**src/hdl/stls_pkg.sv**
```systemverilog
`timescale 1ns / 1ps
// ----------------------------------------------------------------------------
// stls_pkg
// Shared types and constants for the segment timeline sequencer.
// ----------------------------------------------------------------------------
package stls_pkg;

    localparam int CMD_W       = 3;
    localparam int INDEX_W     = 6;
    localparam int LOAD_STEP_W = 16;
    localparam int ROW_COUNT_W = 7;
    localparam int STATUS_W    = 3;
    localparam int STEP_OUT_W  = 17;

    typedef enum logic [CMD_W-1:0] {
        CMD_LOAD   = 3'd0,
        CMD_START  = 3'd1,
        CMD_STOP   = 3'd2,
        CMD_PAUSE  = 3'd3,
        CMD_RESUME = 3'd4,
        CMD_TICK   = 3'd5
    } cmd_t;

    typedef enum logic [STATUS_W-1:0] {
        ST_STARTED   = 3'd0,
        ST_MISSING   = 3'd1,
        ST_EMPTY     = 3'd2,
        ST_NOT_FOUND = 3'd3,
        ST_NONE      = 3'd4
    } start_status_t;

    // configuration register indexes
    localparam logic CFG_TABLE_PRESENT = 1'b0;
    localparam logic CFG_ROW_COUNT     = 1'b1;

    typedef struct packed {
        cmd_t                   cmd;
        logic [INDEX_W-1:0]     row_index;
        logic [LOAD_STEP_W-1:0] row_total_step;
        logic                   row_suspend;
    } item_t;

    typedef struct packed {
        logic dispatch;
        logic running;
        logic held;
        logic first_step;
        logic final_step_of_segment;
        logic final_segment;
        logic final_step_overall;
    } res_flags_t;

endpackage

```
**src/hdl/segment_timeline_sequencer_unit.sv**
```systemverilog
`timescale 1ns / 1ps
// ----------------------------------------------------------------------------
// segment_timeline_sequencer_unit
// Walks a table of timeline segments under load/start/stop/pause/resume/tick.
// ----------------------------------------------------------------------------
// Usage:
//   Request channel: in_valid/in_stall with cmd, row_index, row_total_step
//   and row_suspend. Result channel: out_valid/out_stall, one result per
//   request, in request order.
//   Config: cfg_we/cfg_index/cfg_data write table_present (index 0) and
//   row_count (index 1); write only while no request is in flight.
//   The request passes through the input register, then the result register.
//   Throughput: one request per cycle while the result is not stalled; the
//   row store is read ahead at the next segment so a tick that moves on
//   never waits.
//   A stalled result holds; the input register still takes one more request,
//   after which in_stall rises until the result is taken.
//   Reset: sequencer idle, step -1, config registers cleared. Table rows are
//   undefined until loaded; no clearing pass is made.
// ----------------------------------------------------------------------------
module segment_timeline_sequencer_unit #(
    parameter int MAX_ROWS  = 64,
    parameter int STEP_BITS = 16
) (
    input  logic                                      clk,
    input  logic                                      rst_n,
    input  logic                                      cfg_we,
    input  logic                                      cfg_index,
    input  logic [stls_pkg::ROW_COUNT_W-1:0]          cfg_data,
    input  logic                                      in_valid,
    output logic                                      in_stall,
    input  logic [stls_pkg::CMD_W-1:0]                cmd,
    input  logic [stls_pkg::INDEX_W-1:0]              row_index,
    input  logic [stls_pkg::LOAD_STEP_W-1:0]          row_total_step,
    input  logic                                      row_suspend,
    output logic                                      out_valid,
    input  logic                                      out_stall,
    output logic [stls_pkg::STATUS_W-1:0]             start_status,
    output logic                                      dispatch,
    output logic                                      is_running,
    output logic                                      is_held,
    output logic [stls_pkg::INDEX_W-1:0]              segment_index,
    output logic signed [stls_pkg::STEP_OUT_W-1:0]    segment_step,
    output logic                                      first_step,
    output logic                                      final_step_of_segment,
    output logic                                      final_segment,
    output logic                                      final_step_overall
);

    localparam int IW = $clog2(MAX_ROWS);
    localparam int SW = STEP_BITS;

    // configuration
    logic                               table_present_reg;
    logic [stls_pkg::ROW_COUNT_W-1:0]   row_count_reg;

    // input register
    logic                               s1_valid_reg;
    stls_pkg::item_t                    item_reg;

    // sequencer state
    logic                               active_reg;
    logic                               paused_reg;
    logic [IW-1:0]                      idx_reg;
    logic signed [SW:0]                 step_reg;
    logic [SW-1:0]                      cur_total_reg;
    logic                               cur_susp_reg;

    // result register
    logic                               out_valid_reg;
    stls_pkg::start_status_t            status_reg;
    stls_pkg::res_flags_t               flags_reg;
    logic [stls_pkg::INDEX_W-1:0]       seg_index_reg;
    logic signed [stls_pkg::STEP_OUT_W-1:0] seg_step_reg;

    logic                               in_acc;
    logic                               res_free;
    logic                               s1_go;
    logic [IW-1:0]                      idx_commit;

    logic                               nx_active;
    logic                               nx_paused;
    logic [IW-1:0]                      nx_idx;
    logic signed [SW:0]                 nx_step;
    logic [SW-1:0]                      nx_cur_total;
    logic                               nx_cur_susp;
    stls_pkg::start_status_t            nx_status;
    stls_pkg::res_flags_t               nx_flags;
    logic                               nx_we;
    logic [IW-1:0]                      nx_waddr;
    logic [SW:0]                        nx_wrow;
    logic [SW:0]                        look_row;
    logic [SW:0]                        ahead_row;

    assign res_free   = !out_valid_reg || !out_stall;
    assign s1_go      = s1_valid_reg && res_free;
    assign in_stall   = s1_valid_reg && !res_free;
    assign in_acc     = in_valid && !in_stall;
    assign idx_commit = s1_go ? nx_idx : idx_reg;

    always_ff @(posedge clk or negedge rst_n)
    begin
        if (!rst_n)
        begin
            table_present_reg <= 1'b0;
            row_count_reg     <= '0;
        end
        else if (cfg_we)
        begin
            if (cfg_index == stls_pkg::CFG_TABLE_PRESENT)
            begin
                table_present_reg <= cfg_data[0];
            end
            else
            begin
                row_count_reg <= cfg_data;
            end
        end
    end

    always_ff @(posedge clk or negedge rst_n)
    begin
        if (!rst_n)
        begin
            s1_valid_reg  <= 1'b0;
            out_valid_reg <= 1'b0;
            active_reg    <= 1'b0;
            paused_reg    <= 1'b0;
            idx_reg       <= '0;
            step_reg      <= '1;
        end
        else
        begin
            if (in_acc)
            begin
                s1_valid_reg <= 1'b1;
            end
            else if (s1_go)
            begin
                s1_valid_reg <= 1'b0;
            end
            if (s1_go)
            begin
                out_valid_reg <= 1'b1;
                active_reg    <= nx_active;
                paused_reg    <= nx_paused;
                idx_reg       <= nx_idx;
                step_reg      <= nx_step;
            end
            else if (!out_stall)
            begin
                out_valid_reg <= 1'b0;
            end
        end
    end

    always_ff @(posedge clk)
    begin
        if (in_acc)
        begin
            item_reg <= '{cmd:            stls_pkg::cmd_t'(cmd),
                          row_index:      row_index,
                          row_total_step: row_total_step,
                          row_suspend:    row_suspend};
        end
        if (s1_go)
        begin
            cur_total_reg <= nx_cur_total;
            cur_susp_reg  <= nx_cur_susp;
            status_reg    <= nx_status;
            flags_reg     <= nx_flags;
            seg_index_reg <= nx_active ? stls_pkg::INDEX_W'(nx_idx) : '0;
            seg_step_reg  <= stls_pkg::STEP_OUT_W'(nx_step);
        end
    end

    stls_table #(
        .MAX_ROWS  (MAX_ROWS),
        .STEP_BITS (STEP_BITS)
    ) u_table (
        .clk        (clk),
        .we         (s1_go && nx_we),
        .waddr      (nx_waddr),
        .wrow       (nx_wrow),
        .look_en    (in_acc),
        .look_addr  (IW'(row_index)),
        .look_row   (look_row),
        .ahead_addr (idx_commit + IW'(1)),
        .ahead_row  (ahead_row)
    );

    stls_next #(
        .MAX_ROWS  (MAX_ROWS),
        .STEP_BITS (STEP_BITS)
    ) u_next (
        .item          (item_reg),
        .table_present (table_present_reg),
        .row_count     (row_count_reg),
        .active        (active_reg),
        .paused        (paused_reg),
        .idx           (idx_reg),
        .step          (step_reg),
        .cur_total     (cur_total_reg),
        .cur_susp      (cur_susp_reg),
        .look_row      (look_row),
        .ahead_row     (ahead_row),
        .active_n      (nx_active),
        .paused_n      (nx_paused),
        .idx_n         (nx_idx),
        .step_n        (nx_step),
        .cur_total_n   (nx_cur_total),
        .cur_susp_n    (nx_cur_susp),
        .status        (nx_status),
        .flags         (nx_flags),
        .we            (nx_we),
        .waddr         (nx_waddr),
        .wrow          (nx_wrow)
    );

    assign out_valid             = out_valid_reg;
    assign start_status          = status_reg;
    assign dispatch              = flags_reg.dispatch;
    assign is_running            = flags_reg.running;
    assign is_held               = flags_reg.held;
    assign segment_index         = seg_index_reg;
    assign segment_step          = seg_step_reg;
    assign first_step            = flags_reg.first_step;
    assign final_step_of_segment = flags_reg.final_step_of_segment;
    assign final_segment         = flags_reg.final_segment;
    assign final_step_overall    = flags_reg.final_step_overall;

`ifndef NO_ASSERTIONS
    a_held_needs_active: assert property (@(posedge clk) disable iff (!rst_n)
        paused_reg |-> active_reg)
        else $error("paused while sequencer inactive");

    a_dispatch_running: assert property (@(posedge clk) disable iff (!rst_n)
        (out_valid && dispatch) |-> (is_running && !is_held))
        else $error("dispatch without an active unpaused sequencer");

    a_overall_implies_parts: assert property (@(posedge clk) disable iff (!rst_n)
        (out_valid && final_step_overall) |-> (final_segment && final_step_of_segment))
        else $error("final step overall without its parts");

    a_start_resets_step: assert property (@(posedge clk) disable iff (!rst_n)
        (out_valid && (start_status == stls_pkg::ST_STARTED))
            |-> (is_running && (segment_step == '1)))
        else $error("successful start did not leave step at -1");
`endif

endmodule

```
**src/hdl/stls_table.sv**
```systemverilog
`timescale 1ns / 1ps
// ----------------------------------------------------------------------------
// stls_table
// Segment row store: one write port, two registered read ports with
// write-through so a read in the cycle of a write sees the new row.
// ----------------------------------------------------------------------------
module stls_table #(
    parameter int MAX_ROWS  = 64,
    parameter int STEP_BITS = 16
) (
    input  logic                        clk,
    input  logic                        we,
    input  logic [$clog2(MAX_ROWS)-1:0] waddr,
    input  logic [STEP_BITS:0]          wrow,
    input  logic                        look_en,
    input  logic [$clog2(MAX_ROWS)-1:0] look_addr,
    output logic [STEP_BITS:0]          look_row,
    input  logic [$clog2(MAX_ROWS)-1:0] ahead_addr,
    output logic [STEP_BITS:0]          ahead_row
);

    // row word: {suspend, total}
    logic [STEP_BITS:0] row_mem_reg [MAX_ROWS];
    logic [STEP_BITS:0] look_row_reg;
    logic [STEP_BITS:0] ahead_row_reg;

    always_ff @(posedge clk)
    begin
        if (we)
        begin
            row_mem_reg[waddr] <= wrow;
        end
        if (look_en)
        begin
            if (we && (waddr == look_addr))
            begin
                look_row_reg <= wrow;
            end
            else
            begin
                look_row_reg <= row_mem_reg[look_addr];
            end
        end
        if (we && (waddr == ahead_addr))
        begin
            ahead_row_reg <= wrow;
        end
        else
        begin
            ahead_row_reg <= row_mem_reg[ahead_addr];
        end
    end

    assign look_row  = look_row_reg;
    assign ahead_row = ahead_row_reg;

endmodule

```
**src/hdl/stls_next.sv**
```systemverilog
`timescale 1ns / 1ps
// ----------------------------------------------------------------------------
// stls_next
// Next-state and result logic for one request of the sequencer.
// ----------------------------------------------------------------------------
module stls_next #(
    parameter int MAX_ROWS  = 64,
    parameter int STEP_BITS = 16
) (
    input  stls_pkg::item_t                        item,
    input  logic                                   table_present,
    input  logic [stls_pkg::ROW_COUNT_W-1:0]       row_count,
    input  logic                                   active,
    input  logic                                   paused,
    input  logic [$clog2(MAX_ROWS)-1:0]            idx,
    input  logic signed [STEP_BITS:0]              step,
    input  logic [STEP_BITS-1:0]                   cur_total,
    input  logic                                   cur_susp,
    input  logic [STEP_BITS:0]                     look_row,
    input  logic [STEP_BITS:0]                     ahead_row,
    output logic                                   active_n,
    output logic                                   paused_n,
    output logic [$clog2(MAX_ROWS)-1:0]            idx_n,
    output logic signed [STEP_BITS:0]              step_n,
    output logic [STEP_BITS-1:0]                   cur_total_n,
    output logic                                   cur_susp_n,
    output stls_pkg::start_status_t                status,
    output stls_pkg::res_flags_t                   flags,
    output logic                                   we,
    output logic [$clog2(MAX_ROWS)-1:0]            waddr,
    output logic [STEP_BITS:0]                     wrow
);

    localparam int IW = $clog2(MAX_ROWS);
    localparam int SW = STEP_BITS;
    localparam int CW = ((IW > stls_pkg::ROW_COUNT_W) ? IW : stls_pkg::ROW_COUNT_W) + 1;
    localparam logic [CW-1:0] MaxRowsCw = CW'(MAX_ROWS);

    logic [CW-1:0]       rows;
    logic [CW-1:0]       idx_ext;
    logic [CW-1:0]       idx_n_ext;
    logic [CW-1:0]       row_index_ext;
    logic [SW-1:0]       load_total;
    logic signed [SW:0]  step_inc;
    logic [SW:0]         step_n_inc;
    logic                dispatch;
    logic                in_range;
    logic                seg_last;
    logic                last_seg;

    assign rows = (CW'(row_count) > MaxRowsCw) ? MaxRowsCw : CW'(row_count);
    assign idx_ext       = CW'(idx);
    assign row_index_ext = CW'(item.row_index);
    assign load_total    = SW'(item.row_total_step);
    assign step_inc      = step + (SW+1)'(1);

    assign waddr = IW'(item.row_index);
    assign wrow  = {item.row_suspend, load_total};

    always_comb
    begin
        active_n    = active;
        paused_n    = paused;
        idx_n       = idx;
        step_n      = step;
        cur_total_n = cur_total;
        cur_susp_n  = cur_susp;
        status      = stls_pkg::ST_NONE;
        dispatch    = 1'b0;
        we          = 1'b0;
        unique case (item.cmd)
            stls_pkg::CMD_LOAD:
            begin
                if (row_index_ext < MaxRowsCw)
                begin
                    we = 1'b1;
                    // keep the shadow of the current row coherent
                    if (waddr == idx)
                    begin
                        cur_total_n = load_total;
                        cur_susp_n  = item.row_suspend;
                    end
                end
            end
            stls_pkg::CMD_START:
            begin
                active_n = 1'b0;
                paused_n = 1'b0;
                idx_n    = '0;
                step_n   = '1;
                priority if (!table_present)
                begin
                    status = stls_pkg::ST_MISSING;
                end
                else if (rows == '0)
                begin
                    status = stls_pkg::ST_EMPTY;
                end
                else if (row_index_ext >= rows)
                begin
                    status = stls_pkg::ST_NOT_FOUND;
                end
                else
                begin
                    status      = stls_pkg::ST_STARTED;
                    active_n    = 1'b1;
                    idx_n       = waddr;
                    cur_total_n = look_row[SW-1:0];
                    cur_susp_n  = look_row[SW];
                end
            end
            stls_pkg::CMD_STOP:
            begin
                active_n = 1'b0;
                paused_n = 1'b0;
                idx_n    = '0;
                step_n   = '1;
            end
            stls_pkg::CMD_PAUSE:
            begin
                if (active)
                begin
                    paused_n = 1'b1;
                end
            end
            stls_pkg::CMD_RESUME:
            begin
                paused_n = 1'b0;
            end
            stls_pkg::CMD_TICK:
            begin
                if (active)
                begin
                    priority if (paused)
                    begin
                        // held: only -1 -> 0 -> 1
                        if (step[SW] || (step == '0))
                        begin
                            step_n = step_inc;
                        end
                    end
                    else if (idx_ext >= rows)
                    begin
                        active_n = 1'b0;
                        paused_n = 1'b0;
                        idx_n    = '0;
                        step_n   = '1;
                    end
                    else if ($unsigned(step_inc) < {1'b0, cur_total})
                    begin
                        step_n   = step_inc;
                        dispatch = 1'b1;
                    end
                    else if (cur_susp || ((idx_ext + CW'(1)) >= rows))
                    begin
                        active_n = 1'b0;
                        paused_n = 1'b0;
                        idx_n    = '0;
                        step_n   = '1;
                    end
                    else
                    begin
                        idx_n       = idx + IW'(1);
                        step_n      = '0;
                        cur_total_n = ahead_row[SW-1:0];
                        cur_susp_n  = ahead_row[SW];
                        dispatch    = 1'b1;
                    end
                end
            end
            default:
            begin
            end
        endcase
    end

    assign idx_n_ext  = CW'(idx_n);
    assign step_n_inc = step_n + (SW+1)'(1);
    assign in_range   = active_n && (idx_n_ext < rows);
    assign seg_last   = in_range && (step_n_inc == {1'b0, cur_total_n});
    assign last_seg   = active_n && !paused_n && ((idx_n_ext + CW'(1)) == rows);

    always_comb
    begin
        flags.dispatch              = dispatch;
        flags.running               = active_n;
        flags.held                  = paused_n;
        flags.first_step            = in_range && (step_n == '0);
        flags.final_step_of_segment = seg_last;
        flags.final_segment         = last_seg;
        flags.final_step_overall    = last_seg && seg_last;
    end

endmodule

```
**config.mk**
```make
export PLATFORM = sky130hd
export DESIGN_NAME = segment_timeline_sequencer_unit
export DESIGN_NICKNAME = d
export VERILOG_FILES = /design/src/hdl/stls_pkg.sv /design/src/hdl/segment_timeline_sequencer_unit.sv /design/src/hdl/stls_table.sv /design/src/hdl/stls_next.sv
export SDC_FILE = /design/constraint.sdc
export NUM_CORES = 2
export LEC_CHECK = 0
export ABC_AREA = 1
export BUFFER_PORTS_ARGS = -buffer_cell sky130_fd_sc_hd__buf_2
export CAP_MARGIN = 20
export CORE_ASPECT_RATIO = 1.25
export CORE_UTILIZATION = 30
export CTS_CLUSTER_DIAMETER = 50
export DETAILED_ROUTE_END_ITERATION = 8
export PLACE_DENSITY = 0.43
export SETUP_SLACK_MARGIN = 0.3
export SLEW_MARGIN = 20
export SYNTH_ARGS = -nofsm -noshare
export SYNTH_HDL_FRONTEND = slang
export SYNTH_SLANG_ARGS = --single-unit
```
**constraint.sdc**
```tcl
create_clock -name clk -period 5.85 [get_ports clk]
set_input_delay 0.2925 -clock clk [delete_from_list [all_inputs] [get_ports clk]]
set_output_delay 0.2925 -clock clk [all_outputs]
set_load 0.05 [all_outputs]
```
* After elaboration in Yosys (flattened, before gate mapping) *
Memory sizes are Yosys's and may differ from the RTL's. A register that Yosys moved wholly into a read port is not among the register bits.
Index checks and enable logic that the tools add are counted.
W data, S select, Z words.

storage, ports and cells
  register bits after elaboration = 111
  RAM bits = 1,088
  output and inout bits = 35
  word-level logic and storage cells = 156
  memories kept = 1

memory list
  memory               depth  width  rd ports  clocked after Yosys merged registers in  wr ports  RTL line          source
  u_table.row_mem_reg  64     17     2         2                                        1         stls_table.sv:23  logic [STEP_BITS:0] row_mem_reg [MAX_ROWS];

cells by class
  add/subtract/negate cells = 6
  order comparisons = 7
  eq/ne operators = 19
  mux-type cells = 64
  bitwise operators = 3
  reductions and logical operators = 31

operators with widths
  kind                     number
  $mux W16                 10
  $mux W17                 6
  $mux W6                  9
  $pmux W16 S3             1
  $add A17 B2 Y17 const B  2
  $logic_not A17 Y1        2
  $pmux W17 S2             1
  $mux W1                  29
  $pmux W6 S3              1
  $eq A17 B16 Y1           1
  $lt A17 B16 Y1           1
  $ge A6 B8 Y1             2
  $ne A2 B2 Y1 const B     8
  $add A6 B1 Y7 const B    2
  $add A6 B1 Y6 const B    2
  $reduce_and A12 Y1       1
  $logic_and A1 B1 Y1      10
  $pmux W1 S3              3
  $eq A8 B8 Y1             1
  $ge A8 B8 Y1             1
  $logic_not A8 Y1         1
  $lt A6 B8 Y1             1
  $gt A7 B7 Y1 const B     1
  $lt A6 B7 Y1 const B     1
  17 further kinds         33

* Logic depth before layout (Yosys ltp) *
  word-level depth = 14
  gate-level depth with buffers = 43
  mapped depth without buffers = 42

* Cells and area by module *
Synthesis repeated with hierarchy kept, for this count alone.

second synthesis, totals
  cells, all modules = 7,289
  area, all modules = 64,640.7 µm²

by module, submodules not included
  module                           instances  cells an instance  area an instance (µm²)
  stls_table                       1          6,020              55,258.0
  stls_next                        1          1,019              5,554.1
  segment_timeline_sequencer_unit  1          250                3,828.7

* Least setup slack after synthesis *
OpenSTA, ideal clock, no wires.

  path kind = register to register
  start point = reg step_reg[0]
  end point = reg flags_reg (netlist bit final_step_overall), data pin
  setup time = 138 ps
  arrival time = 4,799 ps
  required time = 5,712 ps
  setup slack = 913 ps
  stages on the path, launching flop included = 41
  cell sequence = dfstp_2 > ha_1 > nand3_2 > nor3_1 > nand2_1 > nor3_1 > xor2_1 > inv_1 > ha_1 > nand2_1 > o21a_1 > nand2_1 > nand2_1 > nand2_1 > nand2_1 > nand2_4 > nand2_4 > nand2_8 > [... 5 more ...] > ha_1 > inv_1 > nor2_1 > o211ai_1 > nand2_1 > a21oi_1 > nor2_1 > o21ai_0 > nand3_1 > a21oi_1 > nand3_1 > nor2_1 > nand2_1 > nor2_1 > nand2_1 > nor2_1 > nand3_1 > nor2_1

RTL lines
  element                 RTL line                                source
  from (decl)             segment_timeline_sequencer_unit.sv:65   logic signed [SW:0] step_reg;
  from (signal assigned)  segment_timeline_sequencer_unit.sv:148  step_reg <= nx_step;
  to (signal assigned)    segment_timeline_sequencer_unit.sv:171  flags_reg <= nx_flags;
  to (decl)               segment_timeline_sequencer_unit.sv:72   stls_pkg::res_flags_t flags_reg;

==> flow_summary.ini <==
[timing]
setup_violations = 0
max_freq_mhz = 187.4
rsz0062_at_grt = yes
finalClockSkew_ns = 0.02761
fin_setup_tns_ns = 0
finalCritPeriodShare_pct = 91.23
drv_slew = 0
final_hold_viol_count = 0
slew-limit-headroom_pct = 24.19
period_minus_slack_ns = 5.337
hold_ws_ns = 0.05495
tightest_slew_ns = 1.125

[global_route]
grt_pass1_vias = 51850
grt_max_degree = 132
grtUsageMet1_pct = 30.83
grt_first_pass_wirelength_um = 386500
gr-total-overflow = 0
top_usage_layer = met2
met2_usage_pct = 42.16
grt_antenna_before_repair = 10
grt_use_met3_pct = 4.035
track_usage_pct = 25.52

[cts]
cts_tree = done
htree_levels = 4
path_clk_slew_ns = 0.06
clkLatencyLatePin_ns = 0.82
cts_made_buffers = 150
cts.sinks = 1222
cts_max_path_buffers = 3
clockRootBuffer = clkbuf_16

[setup_path]
arrival_ns = 5.99
rr_worst_depth = 40
cp_slowest_stage_delay_ns = 0.57
required_ns = 6.50
crit_type = register to register
cp_common_cell = nand2_1
crit_cells = 40
crit_buf_inv = 4
crit_fanout = 4
crit_family = simple AND/OR/NAND/NOR gates
worstSetupStartpointType = register
cpMaxStageDelayCell = dfstp_2
worstSetupEndpointType = register

[pwr]
p_total_mw = 30.11
powerDensity_mw_per_mm2 = 417.7
power.leakage_nw = 25.20
peakVddDrop_v = 0.0002904

[synth]
yosysMostFrequentCell = edfxtp_1
synth_common_cells = edfxtp_1 (1181), o21ai_0 (1155), nor2_1 (1106), nand2_1 (893), nand3_1 (482)
synth.avg_cell_area_um2 = 9.292
synthFlopType = edfxtp_1
synth.net_count = 6817
async_flop_share_pct = 2.864
yosys.area.top_type_share_pct = 56.70
synth_seq_area_share_pct = 58.33
synth_edf_count = 1181
netlist_area_mm2 = 0.06254
synth_seq_cells = 1222
synthDistinctLibCells = 63
synthCells = 6731
synthTopCellsByArea = edfxtp_1 (57%), o21ai_0 (9.2%), nor2_1 (6.6%), nand2_1 (5.4%), nand3_1 (3.9%)
synth.largest_area_cell = edfxtp_1
ys_warn_count = 0

[floorplan]
die-area_mm2 = 0.2103
coreArea_mm2 = 0.2073
fp.dieH_um = 512.5
ios = 74
start_util_pct = 30.17
rows = 187
die_w_um = 410.4

[finish]
regArea_mm2 = 0.03650
nFillCells = 20890
multiInputGateArea_mm2 = 0.02318
nNetsFinal = 6822
area_growth_pct = 15.28
largest_reg_flops = 1088
instances_no_fill = 9587
final_layout_size_suffix_gt1_share_pct = 11.07

[routing]
first_pass_iters = 9
routedWlPerCell_um = 28.89
drt_wl_total_um = 277000
vias = 54430
drtIter0Drc = 6148
ant_nets = 0
route.detailed.drc = 14
via_per_inst = 5.677

[run]
maxCapViolCount = 0

[placed_design]
gp_congestion = 0.9241
place_inst = 9278
io_buffers = 73
dp_hpwl_um = 163200

[min_path]
hold_path_class = primary input to register
holdPathStages = 1

[status]
status = complete, but fails checks
violations = DRC
-- logic make-up after synthesis --
kind of cell / after synthesis / synth area share, %
fa+ha+maj: 47 / 0.9402
simple gates: 2581 / 16.98
flops: 1222 / 58.33
compound gates: 2010 / 17.99
mux: 5 / 0.09002
buf+inv: 835 / 5.235
xor+xnor: 31 / 0.4341
-- repair_timing --
action	4_1_cts	5_1_grt
hold buffers	40	0
setup endpoints to repair	2	2
pin swaps	0	18
hold endpoints to repair	67	0
gates resized for setup	5	47
setup buffers	0	6
-- routing by layer --
layer	wire length, µm	vias to the layer above
met5	20	-
met1	105900	27030
met4	19450	2
li1	-	24120
met3	19740	609
met2	131900	2668
-- power by group --
part | leakage (nW) | total [mW] | internal [mW] | switching, mW
Clock | 2.20 | 8.84 | 4.95 | 3.88
Sequential | 11.1 | 10.2 | 9.90 | 0.294
Combinational | 11.9 | 11.1 | 2.96 | 8.13
Total | 25.2 | 30.1 | 17.8 | 12.3
-- worst register-to-register path, delay by kind of cell (launching register included) --
kind / cells / cell delay, ns
DFF: 1 / 0.57
xor gates and xnor gates: 1 / 0.22
AOI/OAI and AO/OA: 6 / 0.92
adders and majority gates: 3 / 0.61
and+or+nand+nor: 26 / 2.38
buffers and inverters: 4 / 0.48
-- worst paths after layout --
| check | startpoint | to | slack, ns |
|---|---|---|---|
| min in group asynchronous | rst_n | row_count_reg[4] | 0.10 |
| worst max-delay path | step_reg[0] | final_step_overall | 0.51 |
| max in group asynchronous | rst_n | step_reg[0] | 5.33 |
| worst min-delay path | row_index[1] | item_reg[18] | 0.05 |
| worst min register to register | s1_valid_reg | out_valid | 0.51 |
| worst max register to register | step_reg[0] | final_step_overall | 0.51 |
-- metrics by stage --
| step | utilization, % | cell area [µm²] | setup WS [ns] |
|---|---|---|---|
| floorplan | - | 62540 | 0.9125 |
| global placement | 32.26 | 66870 | 0.08729 |
| detailed placement | 32.26 | 66870 | 0.1435 |
| CTS | 34.65 | 71830 | 0.3155 |
| global route | 34.78 | 72100 | 0.07673 |
| finish | 34.78 | 72100 | 0.5133 |
-- placed cells by master, fill, tap and decap left out, drive strengths merged, types with 3 or more instances in the layout --
cell type	instances
o311a	7
clkinvlp	9
a21boi	4
dfstp	17
o211ai	21
xor2	29
a221oi	29
a31oi	4
a21oi	272
o311ai	3
nor2	1116
or2	24
o32ai	4
o21bai	9
o221ai	73
a311oi	16
nand3	488
o21ai	1183
nor3	14
nor4	9
ha	47
o31ai	8
dfrtp	18
a32o	9
clkinv	58
mux2	5
bufinv	4
nand4	20
o22ai	358
buf	331
dlygate4sd3	40
dfxtp	6
edfxtp	1181
nand2	907
inv	332
clkbuf	175
-- layout make-up --
cell class | count | area share (%)
flip-flops and latches | 1222 | 50.62
inverters | 317 | 1.708
clock buffers | 175 | 5.395
repair buffers | 371 | 4.457
diodes | 2 | 0.006942
clock inverters | 86 | 0.9024
multi-input cells | 4674 | 32.15
well taps | 2740 | 4.755
No activity file was read; power rests on OpenSTA's default activity.
